File: src/hw/rtl/pubc_pkg.sv
// shared types and constants for the pixel upscale / background composite block
// no dependencies
package pubc_pkg;

  localparam int MAX_CANVAS_WIDTH_DEF = 1024;
  localparam int MAX_SCALE_DEF        = 64;
  localparam int HEIGHT_LIMIT         = 1024;
  localparam int ROW_W                = 10;
  localparam int CFG_W                = 11;
  localparam int CFG_IDX_W            = 3;
  localparam int ACC_W                = 16;

  localparam logic [7:0] CH_MAX   = 8'd255;
  localparam logic [7:0] ROUND_C  = 8'd127;

  typedef enum logic [CFG_IDX_W-1:0] {
    REG_SCALE_FACTOR    = 3'd0,
    REG_BACKGROUND_MODE = 3'd1,
    REG_CANVAS_WIDTH    = 3'd2,
    REG_CANVAS_HEIGHT   = 3'd3,
    REG_BUFFER_WIDTH    = 3'd4,
    REG_BUFFER_HEIGHT   = 3'd5
  } reg_idx_t;

  typedef enum logic [1:0] {
    BG_TRANSPARENT = 2'd0,
    BG_BLACK       = 2'd1,
    BG_WHITE       = 2'd2,
    BG_ALT_BLACK   = 2'd3
  } bg_mode_t;

  typedef enum logic [2:0] {
    S_IDLE,
    S_MUL,
    S_DIV,
    S_READ,
    S_EMIT
  } state_t;

  typedef enum logic [1:0] {
    CH_RED,
    CH_GREEN,
    CH_BLUE
  } chan_t;

  // packed so that red sits in bits 7..0 and alpha in 31..24
  typedef struct packed {
    logic [7:0] alpha;
    logic [7:0] blue;
    logic [7:0] green;
    logic [7:0] red;
  } pixel_t;

endpackage

File: src/hw/rtl/pubc_blend.sv
// shared composite unit: multiply-accumulate stage, then divide by 255
// depends on pubc_pkg
module pubc_blend (
  input  logic       clk,
  input  logic       en,
  input  logic [7:0] s,
  input  logic [7:0] a,
  input  logic       white,
  output logic [7:0] q
);

  logic [pubc_pkg::ACC_W-1:0] acc_r;
  logic [pubc_pkg::ACC_W-1:0] acc_nxt;
  logic [7:0]                 inv_a;
  logic [pubc_pkg::ACC_W-1:0] bg_term;
  logic [24:0]                scaled;
  logic [7:0]                 est;
  logic [pubc_pkg::ACC_W-1:0] rem;

  // s*a + bg*(255-a) + 127, bg is 0 or 255
  always_comb begin
    inv_a   = pubc_pkg::CH_MAX - a;
    bg_term = white ? ({inv_a, 8'd0} - {8'd0, inv_a}) : '0;
    acc_nxt = ({8'd0, s} * {8'd0, a}) + bg_term + {8'd0, pubc_pkg::ROUND_C};
  end

  always_ff @(posedge clk) begin
    if (en) begin
      acc_r <= acc_nxt;
    end
  end

  // x*257 >> 16 is the quotient or one short of it
  always_comb begin
    scaled = {1'b0, acc_r, 8'd0} + {9'd0, acc_r};
    est    = scaled[23:16];
    rem    = acc_r - {est, 8'd0} + {8'd0, est};
    q      = (rem >= {8'd0, pubc_pkg::CH_MAX}) ? est + 8'd1 : est;
  end

endmodule

File: config.mk
export PLATFORM = sky130hd
export DESIGN_NAME = pubc_blend
export DESIGN_NICKNAME = d
export VERILOG_FILES = /design/src/hw/rtl/pubc_pkg.sv /design/src/hw/rtl/pubc_blend.sv
export SDC_FILE = /design/constraint.sdc
export NUM_CORES = 1
export LEC_CHECK = 0
export BUFFER_PORTS_ARGS = -buffer_cell sky130_fd_sc_hd__buf_4
export CORE_UTILIZATION = 39
export CTS_CLUSTER_DIAMETER = 120
export DETAILED_ROUTE_END_ITERATION = 7
export GPL_ROUTABILITY_DRIVEN = 1
export MAX_ROUTING_LAYER = met4
export PLACE_DENSITY_LB_ADDON = 0.1
export RECOVER_POWER = 50
export SLEW_MARGIN = 0
export SYNTH_ARGS = -nofsm -noshare
export SYNTH_HDL_FRONTEND = slang
export SYNTH_SLANG_ARGS = --single-unit
File: constraint.sdc
create_clock -name clk -period 5.8 [get_ports clk]
set_input_delay 1.16 -clock clk [delete_from_list [all_inputs] [get_ports clk]]
set_output_delay 1.16 -clock clk [all_outputs]
set_load 0.02 [all_outputs]
# Word level (Yosys, flattened, before mapping)

Index checks and enable logic that the tools add are counted.

Bits in registers: 16
Input bits: 19
Output and inout port bits: 8
Word-level logic and storage cells: 13

Add/subtract/negate cells: 8
$mul: 1
$lt $le $gt $ge: 1
Multiplexer cells: 2

Operators by type and width:

| kind                                                                    | count |
|---|---|
| 24-bit by 16-bit adder with 24-bit output                               | 1 |
| 16-bit adder                                                            | 1 |
| 16-bit by 7-bit adder with 16-bit output (second input constant)        | 1 |
| 16-bit by 8-bit adder with 16-bit output                                | 1 |
| 16-bit by 8-bit >= comparator with 1-bit output (second input constant) | 1 |
| 8-bit by 8-bit multiplier with 16-bit output                            | 1 |
| 16-bit 2-to-1 mux                                                       | 1 |
| 16-bit subtractor                                                       | 1 |
| 16-bit by 8-bit subtractor with 16-bit output                           | 1 |
| 8-bit by 1-bit adder with 8-bit output (second input constant)          | 1 |
| 8-bit 2-to-1 mux                                                        | 1 |
| 8-bit subtractor (first input constant)                                 | 1 |

# Logic depth before layout (Yosys ltp)

Word-level depth: 5
Depth in mapped cells: 23

# Worst setup path after synthesis

OpenSTA, ideal clock, no wires.

Path type: reg2out
Start point: register acc_r[13] in the netlist's numbering
End point: output q[1]
Arrival time: 5,242 ps
Path slack: -602 ps
Cell stages (with the launch flop): 20
Path buffers: 0
Cells stage by stage: edfxtp_1 > ha_1 > a2111oi_0 > nand2_1 > nor2_1 > nor2_1 > and3_1 > and2_1 > and3_1 > and2_1 > ha_1 > or2_2 > ha_1 > and4b_2 > a221oi_1 > o211ai_1 > or4b_1 > nor4_2 > nand4_4 > o21ai_0

Longest elaborated chain between the ends: 5
Elaborated cells between the ends (all ways): 6

RTL lines:

| item                                            | RTL line         | RTL |
|---|---|---|
| from (decl)                                     | pubc_blend.sv:12 | `logic [pubc_pkg::ACC_W-1:0] acc_r;` |
| from (signal assigned)                          | pubc_blend.sv:29 | `acc_r <= acc_nxt;` |
| 24-bit by 16-bit adder with 24-bit output       | pubc_blend.sv:35 | `scaled = {1'b0, acc_r, 8'd0} + {9'd0, acc_r};` |
| 16-bit subtractor                               | pubc_blend.sv:37 | `rem = acc_r - {est, 8'd0} + {8'd0, est};` |
| 16-bit by 8-bit adder with 16-bit output        | pubc_blend.sv:37 |  |
| 16-bit by 8-bit >= comparator with 1-bit output | pubc_blend.sv:38 | `q = (rem >= {8'd0, pubc_pkg::CH_MAX}) ? est + 8'd1 : est;` |
| 8-bit 2-to-1 mux *                              | pubc_blend.sv:38 |  |
| to (decl)                                       | pubc_blend.sv:9  | `output logic [7:0] q` |

Mark *: on every way between the ends. The rest lies on a longest branch, timed or not.

# Worst setup path after layout

Start point: register acc_r[4] in the netlist's numbering
End point: output q[0]

Same word-level chain as after synthesis.

==> metrics.md <==
| Metric | Value |
|---|---|
| Final setup violation count | 8 |
| HPWL after detailed placement | 11000 um |
| Hold Vio Cnt, Final | 0 |
| CP Capture Type | output pin |
| Synth area leader | fa_1 |
| Max-capacitance violation count | 0 |
| Commonest cells after routing, fill and taps aside | 130 x buf_4, 96 x inv_1, 66 x ha_1 |
| Post-layout min period | 6.17 ns |
| Top cells by area, synth | fa_1 22%, ha_1 20%, edfxtp_1 9.8% |
| Ports | 27 |
| Final nets | 848 |
| WL/cell | 14.5 um |
| Core area | 0.0122 mm^2 |
| Number of flops mapped to enable cells by yosys | 16 |
| DR DRC count | 0 |
| CTS Root Cell | clkbuf_16 |
| Final setup TNS | -2.73 ns |
| Area growth, synth to finish | 35.5% |
| Layout Cells excl Fill | 862 |
| Ant. Diodes | 0 |
| Clock Path Buffers | 2 |
| F_max | 162 MHz |
| ANT nets after route | 0 |
| Die Height | 114 um |
| Gpl congestion | 0.863 |
| Yosys cell types | 56 |
| Syn Area/Cell | 8.69 um^2 |
| Relative slew slack | 42.6% |
| CTS tree | yes |
| Die Wd | 114 um |
| First-pass GRT wire length | 20700 um |
| Clock sinks | 16 |
| Sequential-to-total area share from yosys stat | 9.78% |
| Req. time, crit path | 4.64 ns |
| Main synth FF type | edfxtp_1 |
| Slew Limit Fails | 0 |
| Hold Path Class | in -> reg |
| Initial antenna violation count | 0 |
| Vias per inst | 4.89 |
| Syn Nets | 718 |
| Worst Tran Pin Value | 0.852 ns |
| Period utilisation layout | 106% |
| Layout cells sized above 1 | 30.4% |
| Yosys top cell area share | 22.0% |
| Largest Register | acc_r |
| Setup ws final | -0.372 ns |
| Port buffer count | 26 |
| DRT iter0 DRCs | 178 |
| Status | finished with violations |
| Via count | 4214 |
| DRT Pass-1 Iters | 4 |
| Final WL | 12500 um |
| Mapped cell area | 0.00491 mm^2 |
| Top Registers | acc_r (16) |
| Critical path arrival | 5.01 ns |
| Row cnt | 40 |
| Synth warn | 0 |
| RSZ-0062 raised after global routing | true |
| Die ar. | 0.0130 mm^2 |
| CTS hold repair buffers | 0 |
| Crit Path Max Fanout | 8 |
| Worst-path clk slew | 0.05 ns |
| Largest net degree at the start of global routing | 17 |
| Register bit total from synthesis | 16 |
| Most common cell after layout, fill and taps aside | buf_4 |
| Initial core utilization | 40.4% |
| Placed insts | 855 |
| Critical path launch point type | flip-flop |
| Post-synthesis cell count | 565 |
| Largest register FFs | 16 |
| Ys async rst share | 0% |
| Number of buffers created by CTS | 3 |
| Total GRT Usage | 20.5% |
| Grt ovf | 0 |
| Number of global-route vias before repair | 4291 |
| Crit path kind | reg -> out |
| Failing checks | setup timing |
| H-tree depth | 1 |
worst paths after layout:
check	from	endpoint	slack, ns	cells after the start
max	acc_r[4]$_DFFE_PP_	q[0]	-0.37	22
min	s[0]	acc_r[0]$_DFFE_PP_	1.52	4
routing by layer:
layer	vias up	track usage, %	wire length (um)
met5	-	-	0
met4	0	2.42	125
met3	12	1.32	364
met2	77	34.3	5870
met1	2010	28.2	6100
li1	2115	-	-
area by class of cell:
type / instances / area, um^2
sequential: 16 / 480
multi-input combinational: 438 / 4410
inverter: 97 / 364
timing repair buffer: 139 / 1110
fill: 1171 / 5510
tap: 168 / 210
clock inverter: 1 / 3.75
clock buffer: 3 / 75.1
repair_timing:
action / 4_1_cts / 5_1_grt
gates resized for setup: 10 / 38
endpoints found under the hold margin: 0 / 0
pin swaps: 6 / 15
buffers inserted: 2 / 1
setup endpoints to repair: 10 / 12
metrics by stage:
stage          setup WS [ns]  hold slack, ns  area, um^2  utilization, %
2_1_floorplan        0.00269            1.27        5140               -
3_3_place_gp          -0.284            1.55        6320            52.0
3_5_place_dp          -0.302            1.55        6320            52.0
4_1_cts               -0.369            1.29        6450            53.0
5_1_grt               -0.608            1.56        6660            54.7
6_report              -0.372            1.52        6660            54.7
cells in the mapped netlist (3+ instances only):
library cell,count
nor4_1,3
nor2_1,22
nand3_1,13
a21oi_1,22
fa_1,54
o21ai_0,11
edfxtp_1,16
nand4_1,4
o21a_1,6
and3_1,5
a31oi_1,4
xnor2_1,31
mux2i_1,4
ha_1,80
and2_1,33
clkbuf_1,11
inv_1,97
nor3_1,6
o31ai_1,3
a21o_1,11
nand2b_1,4
or3_1,3
xor2_1,16
o211ai_1,3
nand2_1,64
cells by family after synthesis:
group | after synthesis | synth area share (%)
AO/OA/AOI/OAI | 78 | 11.2
flip-flops | 16 | 9.78
buffers and inverters | 111 | 8.82
AND/OR/NAND/NOR | 175 | 18.6
XOR/XNOR | 47 | 8.38
adder cells (fa/ha/maj) | 134 | 42.4
multiplexers | 4 | 0.815
critical path, cell delays in order, from the launching register on:
cell and delay, ns:
edfxtp_1 0.42, ha_2 0.23, a2111oi_4 0.34, nand2_1 0.10
nor2_2 0.15, nor2_2 0.05, and3_4 0.18, and2_4 0.13
and3_4 0.18, and2_4 0.16, ha_4 0.25, or2_4 0.26
ha_4 0.16, or2_4 0.26, or3_1 0.32, a31oi_2 0.22
o31ai_2 0.11, mux2i_1 0.18, nor4_4 0.35, nand4_4 0.21
buf_4 0.20, xor2_2 0.13, buf_4 0.15
Power is left out: the tool's default activity adds up to more than one toggle a clock period on the data nets, which glitch-free logic cannot reach.
